File: src/sv/mfp_pkg.sv
`timescale 1ns / 1ps
`default_nettype none

package mfp_pkg;

  // Frame header layout
  localparam int unsigned HDR_BYTES = 15;
  localparam int unsigned CNT_W     = 17;
  localparam logic [CNT_W-1:0] CNT_MAX = {CNT_W{1'b1}};

  // Header byte positions within the frame
  localparam logic [3:0] POS_VERSION    = 4'd0;
  localparam logic [3:0] POS_TYPE       = 4'd1;
  localparam logic [3:0] POS_FLAGS      = 4'd2;
  localparam logic [3:0] POS_CORR_FIRST = 4'd3;
  localparam logic [3:0] POS_CORR_LAST  = 4'd10;
  localparam logic [3:0] POS_SLEN       = 4'd11;
  localparam logic [3:0] POS_DLEN       = 4'd12;

  // Result kind codes
  localparam logic KIND_BODY    = 1'b0;
  localparam logic KIND_SUMMARY = 1'b1;

  // Register map
  localparam int unsigned ADDR_W = 3;
  localparam logic [ADDR_W-1:0] REG_EXPECTED_VERSION = 3'd0;
  localparam logic [7:0] EXPECTED_VERSION_RST = 8'd1;

  // Output word layout
  localparam int unsigned TDATA_W = 128;
  localparam int unsigned TUSER_W = 3;

  typedef enum logic [1:0] {
    SEG_SENDER = 2'd0,
    SEG_DEST   = 2'd1,
    SEG_PAYLOAD = 2'd2,
    SEG_EXCESS = 2'd3
  } seg_t;

  typedef enum logic [1:0] {
    ST_OK            = 2'd0,
    ST_SHORT         = 2'd1,
    ST_BAD_VERSION   = 2'd2,
    ST_SIZE_MISMATCH = 2'd3
  } status_t;

  // Command from front to back
  typedef struct packed {
    logic        has_body;
    seg_t        seg;
    logic [7:0]  data;
    logic        has_sum;
    status_t     status;
    logic [7:0]  ftype;
    logic [7:0]  flags;
    logic [63:0] corr;
    logic [7:0]  slen;
    logic [7:0]  dlen;
    logic [15:0] plen;
  } mfp_cmd_t;

  // Queue head as seen by the back end
  typedef struct packed {
    logic     valid;
    mfp_cmd_t cmd;
  } mfp_head_t;

endpackage

`default_nettype wire

File: src/sv/message_frame_parser_core.sv
`timescale 1ns / 1ps
`default_nettype none

// Byte-serial message frame parser. One byte is taken per cycle on the s_
// side while the queue is not full; s_tlast marks the last byte of a
// frame. The 15 header bytes give no output unless the frame ends there;
// each later byte gives one body word tagged sender, destination, payload
// or excess, and the last byte of a frame adds a summary word with the
// header fields and status. The output register moves one word per clock
// unless stalled, so a body byte ending a frame gives two output words; a
// queue of QUEUE_DEPTH commands between front and back end absorbs that
// and downstream stalls. expected_version is written over APB at address
// 0 and resets to 1; there is no clearing pass after reset.

module message_frame_parser_core #(
  parameter int unsigned QUEUE_DEPTH = 4
) (
  input  wire logic                        clk,
  input  wire logic                        rst,
  // s_tdata: [7:0] in_byte; s_tlast: end_of_frame
  input  wire logic                        s_tvalid,
  output logic                             s_tready,
  input  wire logic [7:0]                  s_tdata,
  input  wire logic                        s_tlast,
  // m_tdata: [7:0] body_byte, [15:8] frame_type, [23:16] frame_flags,
  //   [87:24] frame_correlation, [95:88] frame_sender_len,
  //   [103:96] frame_dest_len, [119:104] frame_payload_len,
  //   [121:120] status, [127:122] zero
  output logic                             m_tvalid,
  input  wire logic                        m_tready,
  output logic [mfp_pkg::TDATA_W-1:0]      m_tdata,
  // m_tuser: [0] kind, [2:1] segment; m_tlast: last_of_run
  output logic [mfp_pkg::TUSER_W-1:0]      m_tuser,
  output logic                             m_tlast,
  input  wire logic                        psel,
  input  wire logic                        penable,
  input  wire logic                        pwrite,
  input  wire logic [mfp_pkg::ADDR_W-1:0]  paddr,
  input  wire logic [31:0]                 pwdata,
  output logic [31:0]                      prdata,
  output logic                             pready
);

  logic               expected_version;
  logic [7:0]         exp_ver;
  logic               accept, push, pop, full;
  mfp_pkg::mfp_cmd_t  cmd;
  mfp_pkg::mfp_head_t head;

  assign pready   = 1'b1;
  assign s_tready = !full;
  assign accept   = s_tvalid && s_tready;
  assign expected_version = (paddr == mfp_pkg::REG_EXPECTED_VERSION);

  // Configuration register
  always_ff @(posedge clk) begin
    if (rst) begin
      exp_ver <= mfp_pkg::EXPECTED_VERSION_RST;
    end else if (psel && penable && pwrite && pready && expected_version) begin
      exp_ver <= pwdata[7:0];
    end
  end

  // Register read
  assign prdata = expected_version ? {24'b0, exp_ver} : 32'b0;

  mfp_front u_front (
    .clk              (clk),
    .rst              (rst),
    .accept           (accept),
    .in_byte          (s_tdata),
    .end_of_frame     (s_tlast),
    .expected_version (exp_ver),
    .cmd              (cmd),
    .push             (push)
  );

  mfp_queue #(
    .DEPTH (QUEUE_DEPTH)
  ) u_queue (
    .clk      (clk),
    .rst      (rst),
    .push     (push),
    .push_cmd (cmd),
    .pop      (pop),
    .head     (head),
    .full     (full)
  );

  mfp_back u_back (
    .clk      (clk),
    .rst      (rst),
    .head     (head),
    .pop      (pop),
    .m_tvalid (m_tvalid),
    .m_tready (m_tready),
    .m_tdata  (m_tdata),
    .m_tuser  (m_tuser),
    .m_tlast  (m_tlast)
  );

endmodule

`default_nettype wire

File: src/sv/mfp_front.sv
`timescale 1ns / 1ps
`default_nettype none

module mfp_front (
  input  wire logic              clk,
  input  wire logic              rst,
  input  wire logic              accept,
  input  wire logic [7:0]        in_byte,
  input  wire logic              end_of_frame,
  input  wire logic [7:0]        expected_version,
  output mfp_pkg::mfp_cmd_t      cmd,
  output logic                   push
);

  logic [mfp_pkg::CNT_W-1:0] cnt, cnt_next, cnt_inc;
  logic                      ver_bad, ver_bad_next;
  logic [7:0]                h_type, h_type_next;
  logic [7:0]                h_flags, h_flags_next;
  logic [63:0]               h_corr, h_corr_next;
  logic [7:0]                h_slen, h_slen_next;
  logic [7:0]                h_dlen, h_dlen_next;
  logic [15:0]               h_plen, h_plen_next;
  logic [mfp_pkg::CNT_W-1:0] bnd_s, bnd_s_next;
  logic [mfp_pkg::CNT_W-1:0] bnd_d, bnd_d_next;
  logic [mfp_pkg::CNT_W-1:0] bnd_p, bnd_p_next;
  logic                      in_hdr;
  mfp_pkg::seg_t             seg;
  mfp_pkg::status_t          status;

  assign in_hdr  = cnt < mfp_pkg::CNT_W'(mfp_pkg::HDR_BYTES);
  assign cnt_inc = (cnt == mfp_pkg::CNT_MAX) ? cnt : cnt + 1'b1;

  // Capture header fields and segment bounds
  always_comb begin
    ver_bad_next = ver_bad;
    h_type_next  = h_type;
    h_flags_next = h_flags;
    h_corr_next  = h_corr;
    h_slen_next  = h_slen;
    h_dlen_next  = h_dlen;
    h_plen_next  = h_plen;
    bnd_s_next   = bnd_s;
    bnd_d_next   = bnd_d;
    bnd_p_next   = bnd_p;
    if (in_hdr) begin
      unique case (cnt[3:0]) inside
        mfp_pkg::POS_VERSION: ver_bad_next = (in_byte != expected_version);
        mfp_pkg::POS_TYPE:    h_type_next  = in_byte;
        mfp_pkg::POS_FLAGS:   h_flags_next = in_byte;
        [mfp_pkg::POS_CORR_FIRST:mfp_pkg::POS_CORR_LAST]:
          h_corr_next = {h_corr[55:0], in_byte};
        mfp_pkg::POS_SLEN: begin
          h_slen_next = in_byte;
          bnd_s_next  = mfp_pkg::CNT_W'(mfp_pkg::HDR_BYTES) + mfp_pkg::CNT_W'(in_byte);
        end
        mfp_pkg::POS_DLEN: begin
          h_dlen_next = in_byte;
          bnd_d_next  = bnd_s + mfp_pkg::CNT_W'(in_byte);
        end
        default: begin
          h_plen_next = {h_plen[7:0], in_byte};
          bnd_p_next  = bnd_d + mfp_pkg::CNT_W'({h_plen[7:0], in_byte});
        end
      endcase
    end
  end

  // Classify body byte against the precomputed bounds
  always_comb begin
    if (cnt < bnd_s) begin
      seg = mfp_pkg::SEG_SENDER;
    end else if (cnt < bnd_d) begin
      seg = mfp_pkg::SEG_DEST;
    end else if (cnt < bnd_p) begin
      seg = mfp_pkg::SEG_PAYLOAD;
    end else begin
      seg = mfp_pkg::SEG_EXCESS;
    end
  end

  // Frame status in priority order
  always_comb begin
    if (cnt_inc < mfp_pkg::CNT_W'(mfp_pkg::HDR_BYTES)) begin
      status = mfp_pkg::ST_SHORT;
    end else if (ver_bad_next) begin
      status = mfp_pkg::ST_BAD_VERSION;
    end else if (cnt_inc != bnd_p_next) begin
      status = mfp_pkg::ST_SIZE_MISMATCH;
    end else begin
      status = mfp_pkg::ST_OK;
    end
  end

  // Build the word for the back end
  always_comb begin
    cmd.has_body = !in_hdr;
    cmd.seg      = seg;
    cmd.data     = in_byte;
    cmd.has_sum  = end_of_frame;
    cmd.status   = status;
    cmd.ftype    = h_type_next;
    cmd.flags    = h_flags_next;
    cmd.corr     = h_corr_next;
    cmd.slen     = h_slen_next;
    cmd.dlen     = h_dlen_next;
    cmd.plen     = h_plen_next;
  end

  assign push     = accept && (!in_hdr || end_of_frame);
  assign cnt_next = cnt_inc;

  // Advance frame state; clear at end of frame
  always_ff @(posedge clk) begin
    if (rst || (accept && end_of_frame)) begin
      cnt     <= '0;
      ver_bad <= 1'b0;
      h_type  <= '0;
      h_flags <= '0;
      h_corr  <= '0;
      h_slen  <= '0;
      h_dlen  <= '0;
      h_plen  <= '0;
      bnd_s   <= '0;
      bnd_d   <= '0;
      bnd_p   <= '0;
    end else if (accept) begin
      cnt     <= cnt_next;
      ver_bad <= ver_bad_next;
      h_type  <= h_type_next;
      h_flags <= h_flags_next;
      h_corr  <= h_corr_next;
      h_slen  <= h_slen_next;
      h_dlen  <= h_dlen_next;
      h_plen  <= h_plen_next;
      bnd_s   <= bnd_s_next;
      bnd_d   <= bnd_d_next;
      bnd_p   <= bnd_p_next;
    end
  end

endmodule

`default_nettype wire

File: src/sv/mfp_queue.sv
`timescale 1ns / 1ps
`default_nettype none

module mfp_queue #(
  parameter int unsigned DEPTH = 4
) (
  input  wire logic               clk,
  input  wire logic               rst,
  input  wire logic               push,
  input  wire mfp_pkg::mfp_cmd_t  push_cmd,
  input  wire logic               pop,
  output mfp_pkg::mfp_head_t      head,
  output logic                    full
);

  localparam int unsigned PTR_W = (DEPTH > 1) ? $clog2(DEPTH) : 1;
  localparam int unsigned CNT_W = $clog2(DEPTH + 1);
  localparam logic [PTR_W-1:0] LAST_SLOT = PTR_W'(DEPTH - 1);

  mfp_pkg::mfp_cmd_t slots [DEPTH];
  logic [PTR_W-1:0]  wr_ptr, rd_ptr;
  logic [CNT_W-1:0]  fill;

  assign full       = (fill == CNT_W'(DEPTH));
  assign head.valid = (fill != '0);
  assign head.cmd   = slots[rd_ptr];

  // Store incoming word
  always_ff @(posedge clk) begin
    if (push) begin
      slots[wr_ptr] <= push_cmd;
    end
  end

  // Advance pointers and fill level
  always_ff @(posedge clk) begin
    if (rst) begin
      wr_ptr <= '0;
      rd_ptr <= '0;
      fill   <= '0;
    end else begin
      if (push) begin
        wr_ptr <= (wr_ptr == LAST_SLOT) ? '0 : wr_ptr + 1'b1;
      end
      if (pop) begin
        rd_ptr <= (rd_ptr == LAST_SLOT) ? '0 : rd_ptr + 1'b1;
      end
      if (push && !pop) begin
        fill <= fill + 1'b1;
      end else if (pop && !push) begin
        fill <= fill - 1'b1;
      end
    end
  end

  a_no_push_full: assert property (@(posedge clk) disable iff (rst) push |-> !full)
    else $error("queue push while full");
  a_no_pop_empty: assert property (@(posedge clk) disable iff (rst) pop |-> head.valid)
    else $error("queue pop while empty");
  a_fill_step: assert property (@(posedge clk) disable iff (rst)
    (push && !pop) |=> (fill == $past(fill) + 1'b1))
    else $error("queue fill did not advance on push");

endmodule

`default_nettype wire

File: src/sv/mfp_back.sv
`timescale 1ns / 1ps
`default_nettype none

module mfp_back (
  input  wire logic                          clk,
  input  wire logic                          rst,
  input  wire mfp_pkg::mfp_head_t            head,
  output logic                               pop,
  output logic                               m_tvalid,
  input  wire logic                          m_tready,
  output logic [mfp_pkg::TDATA_W-1:0]        m_tdata,
  output logic [mfp_pkg::TUSER_W-1:0]        m_tuser,
  output logic                               m_tlast
);

  logic                        phase, phase_next;
  logic                        out_free, load, send_sum, final_word;
  logic [mfp_pkg::TDATA_W-1:0] data_next;
  logic [mfp_pkg::TUSER_W-1:0] user_next;
  logic                        last_next;
  mfp_pkg::mfp_cmd_t           c;

  assign c          = head.cmd;
  assign out_free   = !m_tvalid || m_tready;
  assign load       = out_free && head.valid;
  assign send_sum   = phase || !c.has_body;
  assign final_word = send_sum || !c.has_sum;
  assign pop        = load && final_word;
  assign phase_next = load ? !final_word : phase;

  // Build the next output word: body byte first, then the summary
  always_comb begin
    if (send_sum) begin
      data_next = {6'b0, c.status, c.plen, c.dlen, c.slen, c.corr, c.flags, c.ftype, 8'b0};
      user_next = {mfp_pkg::SEG_SENDER, mfp_pkg::KIND_SUMMARY};
      last_next = 1'b1;
    end else begin
      data_next = {{(mfp_pkg::TDATA_W - 8){1'b0}}, c.data};
      user_next = {c.seg, mfp_pkg::KIND_BODY};
      last_next = !c.has_sum;
    end
  end

  // Hold phase between the two results of one byte
  always_ff @(posedge clk) begin
    if (rst) begin
      phase    <= 1'b0;
      m_tvalid <= 1'b0;
    end else begin
      phase <= phase_next;
      if (out_free) begin
        m_tvalid <= head.valid;
      end
    end
  end

  // Output register payload
  always_ff @(posedge clk) begin
    if (load) begin
      m_tdata <= data_next;
      m_tuser <= user_next;
      m_tlast <= last_next;
    end
  end

  a_sum_is_last: assert property (@(posedge clk) disable iff (rst)
    (m_tvalid && m_tuser[0] == mfp_pkg::KIND_SUMMARY) |-> m_tlast)
    else $error("summary word without last mark");
  a_body_clean: assert property (@(posedge clk) disable iff (rst)
    (m_tvalid && m_tuser[0] == mfp_pkg::KIND_BODY) |-> (m_tdata[127:8] == '0))
    else $error("body word carries header fields");
  a_phase_pair: assert property (@(posedge clk) disable iff (rst)
    phase |-> (head.valid && head.cmd.has_body && head.cmd.has_sum))
    else $error("summary phase without a pending body-and-summary word");

endmodule

`default_nettype wire

File: config.mk
export PLATFORM = sky130hd
export DESIGN_NAME = message_frame_parser_core
export DESIGN_NICKNAME = d
export VERILOG_FILES = /design/src/sv/mfp_pkg.sv /design/src/sv/message_frame_parser_core.sv /design/src/sv/mfp_front.sv /design/src/sv/mfp_queue.sv /design/src/sv/mfp_back.sv
export SDC_FILE = /design/constraint.sdc
export NUM_CORES = 1
export LEC_CHECK = 0
export ABC_AREA = 1
export ABC_CLOCK_PERIOD_IN_PS = 10130
export BUFFER_PORTS_ARGS = -buffer_cell sky130_fd_sc_hd__buf_4
export CORE_ASPECT_RATIO = 1.2
export CORE_MARGIN = 8
export CORE_UTILIZATION = 35
export CTS_CLUSTER_DIAMETER = 150
export DETAILED_ROUTE_END_ITERATION = 8
export SKIP_CTS_REPAIR_TIMING = 1
export SYNTH_ARGS = -nofsm -noshare
export SYNTH_HDL_FRONTEND = slang
export SYNTH_SLANG_ARGS = --single-unit
export TNS_END_PERCENT = 20
File: constraint.sdc
create_clock -name clk -period 10.13 [get_ports clk]
set_input_delay 0.5065 -clock clk [delete_from_list [all_inputs] [get_ports clk]]
set_output_delay 0.5065 -clock clk [all_outputs]
set_load 0.1 [all_outputs]
# Word level (Yosys, flattened, before mapping)
# Memory sizes are Yosys's and may differ from the RTL's. A register that Yosys moved wholly into a read port is not among the register bits.
# Index checks and enable logic that the tools add are counted.
[word_totals]
regBits = 330
latchBits = 0
ramBits = 504
romBits = 0
inputBits = 51
out_inout_bits = 167
elab_cells = 113
mem_count = 1
[mem_list]
columns = ["name", "depth", "word_bits", "read_ports", "rd_ports_with_merged_regs", "wr", "line", "rtl"]
rows = [
  ["u_queue.slots", 4, 126, 1, 1, 1, "mfp_queue.sv:20", "mfp_pkg::mfp_cmd_t slots [DEPTH];"],
]
[op_classes]
add_sub_neg = 8
mul = 0
n_div = 0
n_lt_le_gt_ge = 7
eq_ne = 10
shift = 0
muxes = 33
bitwise_logic = 0
reduce_logical = 31
[op_table]
columns = ["operator", "count"]
rows = [
  ["two-way mux 64 bit", 2],
  ["two-way mux 8 bit", 9],
  ["less-than comparator 17 bit", 3],
  ["two-way mux 17 bit", 3],
  ["less-than comparator 17 x 4 -> 1 bit (second input constant)", 2],
  ["two-way mux 16 bit", 2],
  ["two-way mux 2 bit", 9],
  ["adder 17 x 1 -> 17 bit (second input constant)", 1],
  ["adder 17 x 16 -> 17 bit", 1],
  ["adder 17 x 8 -> 17 bit", 1],
  ["== test 17 bit (second input constant)", 1],
  ["inequality test 17 bit", 1],
  ["logical AND 1 bit", 11],
  ["adder 4 x 8 -> 9 bit (first input constant)", 1],
  ["== test 4 bit (second input constant)", 2],
  ["logical NOT 1 bit", 8],
  ["inequality test 8 bit", 1],
  ["two-way mux 1 bit", 6],
  ["two-way mux 3 bit", 2],
  ["AND reduction 3 bit", 2],
  ["OR reduction 6 bit", 1],
  ["logical OR 1 bit", 5],
  ["adder 2 x 1 -> 2 bit (second input constant)", 2],
  ["== test 2 bit (second input constant)", 2],
  ["11 further kinds", 11],
]

# Longest topological paths before layout
[logic_depth]
word_depth = 9
depth_mapped = 22
depth_no_buf = 21

# Cells and area by module
# From an unflattened synthesis, not the netlist that was laid out.
[hier_totals]
cells_unflattened = 3537
area_unflattened_um2 = 35785.6
[modules_own_cells]
columns = ["mod", "instances", "cells_per_inst", "area_per_inst_um2", "seq_area_each_um2"]
rows = [
  ["mfp_queue", 1, 1278, 19128.3, 15314.7],
  ["mfp_front", 1, 1745, 10973.0, 3323.2],
  ["mfp_back", 1, 412, 5001.0, 3823.7],
  ["message_frame_parser_core", 1, 102, 683.2, 160.2],
]

# Worst setup path after synthesis
# Ideal clock, no wire load.
[synth_path]
kind = "flip-flop to flip-flop"
startpoint = "reg u_queue.fill[0]"
endpoint = "reg u_queue.fill[1]"
setup_time_ns = 0.120
arrival_ns = 9.111
setup_slack_ns = 0.899
path_stages_with_launch = 9
n_path_buf = 0
synth_period_minus_slack_ns = 9.231
path_cell_list = "dfxtp_1 inv_1 a31oi_1 nand2_1 ha_1 inv_1 fa_1 o21ai_0 a21oi_1"
[synth_via]
elab_cells_between_ends = 16
classes_between = "2 x add/sub; 1 x eq/ne; 2 x mux; 11 x reduce/logical"
[synth_lines]
columns = ["element", "line", "rtl"]
rows = [
  ["start, declared", "mfp_queue.sv:22", "logic [CNT_W-1:0] fill;"],
  ["start signal, assigned", "mfp_queue.sv:49", "fill <= fill + 1'b1;"],
  ["start signal, assigned", "mfp_queue.sv:51", "fill <= fill - 1'b1;"],
  ["nonzero test 3 bit (*)", "mfp_queue.sv:25", "assign head.valid = (fill != '0);"],
  ["logical AND 1 bit (*)", "mfp_back.sv:25", "assign load = out_free && head.valid;"],
  ["net u_back.load", "mfp_back.sv:17", "logic out_free, load, send_sum, final_word;"],
  ["logical AND 1 bit (*)", "mfp_back.sv:28", "assign pop = load && final_word;"],
  ["logical NOT 1 bit", "mfp_queue.sv:48", "if (push && !pop) begin"],
  ["logical AND 1 bit", "mfp_queue.sv:48", ""],
  ["two-way mux 3 bit / nonzero test 2 bit (equally long branches)", "n/a", ""],
]
# The timed path passes the listed nets; every way through them passes the cells marked *. The select of a mux whose other input is x is not followed.
# A chain may end at the register's enable or synchronous reset.

# Worst setup path after layout
[layout_path]
startpoint = "reg u_queue.fill[0]"
endpoint = "mem u_queue.slots[3][13] (netlist name) (enable)"
[layout_via]
elab_chain_cells = 6
[layout_rtl]
columns = ["element", "line", "rtl"]
rows = [
  ["== test 3 bit", "mfp_queue.sv:24", "assign full = (fill == CNT_W'(DEPTH));"],
  ["logical NOT 1 bit", "message_frame_parser_core.sv:51", "assign s_tready = !full;"],
  ["logical AND 1 bit", "message_frame_parser_core.sv:52", "assign accept = s_tvalid && s_tready;"],
  ["logical AND 1 bit", "mfp_front.sv:109", "assign push = accept && (!in_hdr || end_of_frame);"],
  ["two-way mux 1 bit", "mfp_queue.sv:30", "if (push) begin"],
  ["two-way mux 1 bit (implied by the code)", "mfp_queue.sv:31", "slots[wr_ptr] <= push_cmd;"],
  ["end, declared", "mfp_queue.sv:20", ""],
]
# No other way between the ends.

==> flow_summary.toml <==
[status]
outcome = "finished clean"

[cts]
cts_inserted_buffers = 86
clk_pin_slew_ps = 60
clkSinkCount = 815
clockRootBuffer = "clkbuf_16"
cts_tree = "built"
worst_skew_pair.late_latency_ps = 650
cts_max_path_buffers = 3
htree_levels = 3

[finish]
layout_commonest_cell = "edfxtp_1"
drive_above_1_share = 0.102
fin_nets = 3663
num-fill-cells = 9525
utilization = 0.405
syn_to_final_growth_pct = 15.1
layout_common_cells = "edfxtp_1 (630), inv_1 (476), nand2_1 (468)"

[routing]
drcViolationCount = 0
wl_mm = 87.0
vias = 24200
drtIter0Drc = 1553
wl_per_cell_um = 17.7
ant_nets = 0
dr.pass1.iters = 5
viasPerCell = 4.92

[worst_setup_path]
critPathRequiredTime_ps = 10380
crit_type = "reg -> reg"
critical_path.cell_chain = "inv_1 > nand3_1 > nand2_4 > clkinv_1 > o21ai_1 > buf_4 > nor2_4 > buf_4 > buf_4"
worstReg2RegStart = "u_queue.fill[0]"
cpLargestDelayFamily = "buffers and inverters"
startpoint = "u_queue.fill[0]"
worst-path-buf-inv = 5
rr_worst_depth = 9
cp.depth = 9
rr_endpoint = "u_queue.slots[3][13]"
reg2reg_slack_ps = 5150
crit_path_frequent_cell = "buf_4"
cpPeakStageDelay_ps = 890
worstSetupEndpointType = "flip-flop"
cp-endpoint = "u_queue.slots[3][13]"
start_kind = "flip-flop"
critPathMaxFanout = 66
cp.arrival_ps = 5230
cp_slowest_cell = "buf_4"

[power]
p_switching_mw = 5.45
vdd_drop_max_uv = 264
p_sw_frac = 0.421
internal_power_mw = 7.50
p_comb_frac = 0.370
cellPowerDensity_nw_per_um2 = 321
seqPwrFrac = 0.370
leakage_nw = 16.4
p_clk_frac = 0.260

[timing]
hold_viol = 0
setup_violations = 0
post-route-min-period_ps = 4980
relSlewSlack = 0.264
worst_pin_slew_ps = 1100
final.setup_skew_ps = 23.8
fmaxAchievable_ghz = 0.201
rsz0062_at_grt = "no"
tns_ps = 0
maxSlewViolCount = 0
min_period_over_period = 0.491

[yosys]
syn_area_um2 = 35100
synth_ff_type = "edfxtp_1"
synth_edf_count = 630
synthTopCellsByArea = "edfxtp_1 (54%), dfxtp_1 (11%), o21ai_0 (6.5%), inv_1 (5.1%), nand2_1 (5.0%)"
yosysSeqAreaShare = 0.645
async_flop_share = 0
synth.top_cell.area_share = 0.539
syn_inst = 3459
synth_top_area_cell = "edfxtp_1"
synth-seq-cells = 815
ys_warn_count = 0
syn_area_per_cell_um2 = 10.1
ys_types = 50

[global_route]
grt_pass1_wl_mm = 134
grt_pass1_vias = 23100
grt_start_max_net_pins = 149
gr-total-overflow = 0
grt_usage = 0.152
grt_antenna_before_repair = 0

[floorplanning]
start_util = 0.352
row_count = 127
die-height_um = 363
core_um2 = 99600
ios = 218
die_w_um = 305
die_area_um2 = 111000

[placement]
dpl.hpwl_mm = 52.0
routabilityCongestion = 0.885
portBuffers = 162

[run]
cap_violations = 0

[hold_path]
hold_class = "in -> reg"
==> per-layer routing <==
metal / up-vias / GRT usage / wire length, um
met2: 571 / 0.268 / 42800
li1: 11800 / - / -
met1: 11600 / 0.187 / 36900
met3: 139 / 0.0297 / 4760
met4: 0 / 0.0504 / 2480
met5: - / 0 / 0
==> kinds of logic after synthesis <==
kind of cell    after synthesis  synth area share
compound gates              890             0.134
simple gates                962             0.111
xor+xnor                     23           0.00574
other cells                   2          0.000214
fa+ha+maj                    65            0.0238
flops                       815             0.645
buf+inv                     702            0.0805
==> cell usage after synthesis, drive strengths merged (4+ instances only) <==
cell type	instances
edfxtp	630
or2	7
clkbuf	136
xnor2	4
nand3	71
nor2	367
nand3b	7
nor3	8
a21oi	209
o211ai	10
inv	483
o21ai	534
a211oi	7
ha	62
and2	4
dfxtp	185
o22ai	115
nand4	17
buf	80
xor2	19
nand2	478
==> worst register-to-register path, stage by stage (launching register included) <==
cell and delay (ps):
dfxtp_1 350, inv_1 110, nand3_1 160, nand2_4 370, clkinv_1 810, o21ai_1 170
buf_4 230, nor2_4 600, buf_4 890, buf_4 860
==> state kept, by name, indices dropped and copies added, names as in the netlist, 9 cells and up, named ones only <==
name	flops
u_front.bnd_p	17
u_front.bnd_d	10
u_front.h_corr	64
u_queue.slots	504
u_front.bnd_s	9
u_front.cnt	17
u_front.h_plen	16
u_back.m_tdata	122
==> layout make-up <==
cell class,count,area (um^2),share of cell area
Timing Repair Buffer,187,1400,0.0348
Inverter,486,1840,0.0455
Clock inverter,56,761,0.0188
Tap cell,1290,1610,0.0400
Antenna cell,1,2.50,0.0000620
Multi-Input combinational cell,1971,9830,0.243
Sequential cell,815,22600,0.560
Clock buffer,105,2310,0.0571
==> worst min-delay path by stage <==
| stage | start | endpoint | slack [ps] | depth (start not counted) |
|---|---|---|---|---|
| 6_report | pwdata[0] | exp_ver[0] | 100 | 3 |
| 3_3_place_gp | u_front.h_dlen[2] | u_front.h_dlen[2] | 430 | 2 |
| 3_5_place_dp | u_front.h_slen[1] | u_front.h_slen[1] | 440 | 2 |
| 5_1_grt | pwdata[0] | exp_ver[0] | 80 | 3 |
| 2_1_floorplan | u_front.h_slen[1] | u_front.h_slen[1] | 420 | 2 |
| 4_1_cts | s_tlast | u_queue.slots[2][114] | 70 | 1 |
==> metrics by stage <==
stage	area [um^2]	total power, mW	hold WS, ps	instances	setup WS, ps
final	40400	12.9	98.9	4911	5150
after global routing	40400	13.6	82.9	4910	4770
after CTS	40400	13.1	66.7	4910	5040
after detailed placement	37300	9.73	442	4749	5060
after global placement	37300	9.68	434	4749	5130
after floorplan	35200	8.55	424	3488	899
==> power by group through the flow <==
stage / combinational (mW) / sequential (mW) / clock (mW)
after global routing: 5.15 / 4.87 / 3.57
after global placement: 4.82 / 4.86 / 0
after CTS: 4.86 / 4.81 / 3.45
final: 4.79 / 4.79 / 3.37
after detailed placement: 4.85 / 4.87 / 0
after floorplan: 1.77 / 6.78 / 0
Note: power is estimated with default switching activity, not from simulation.
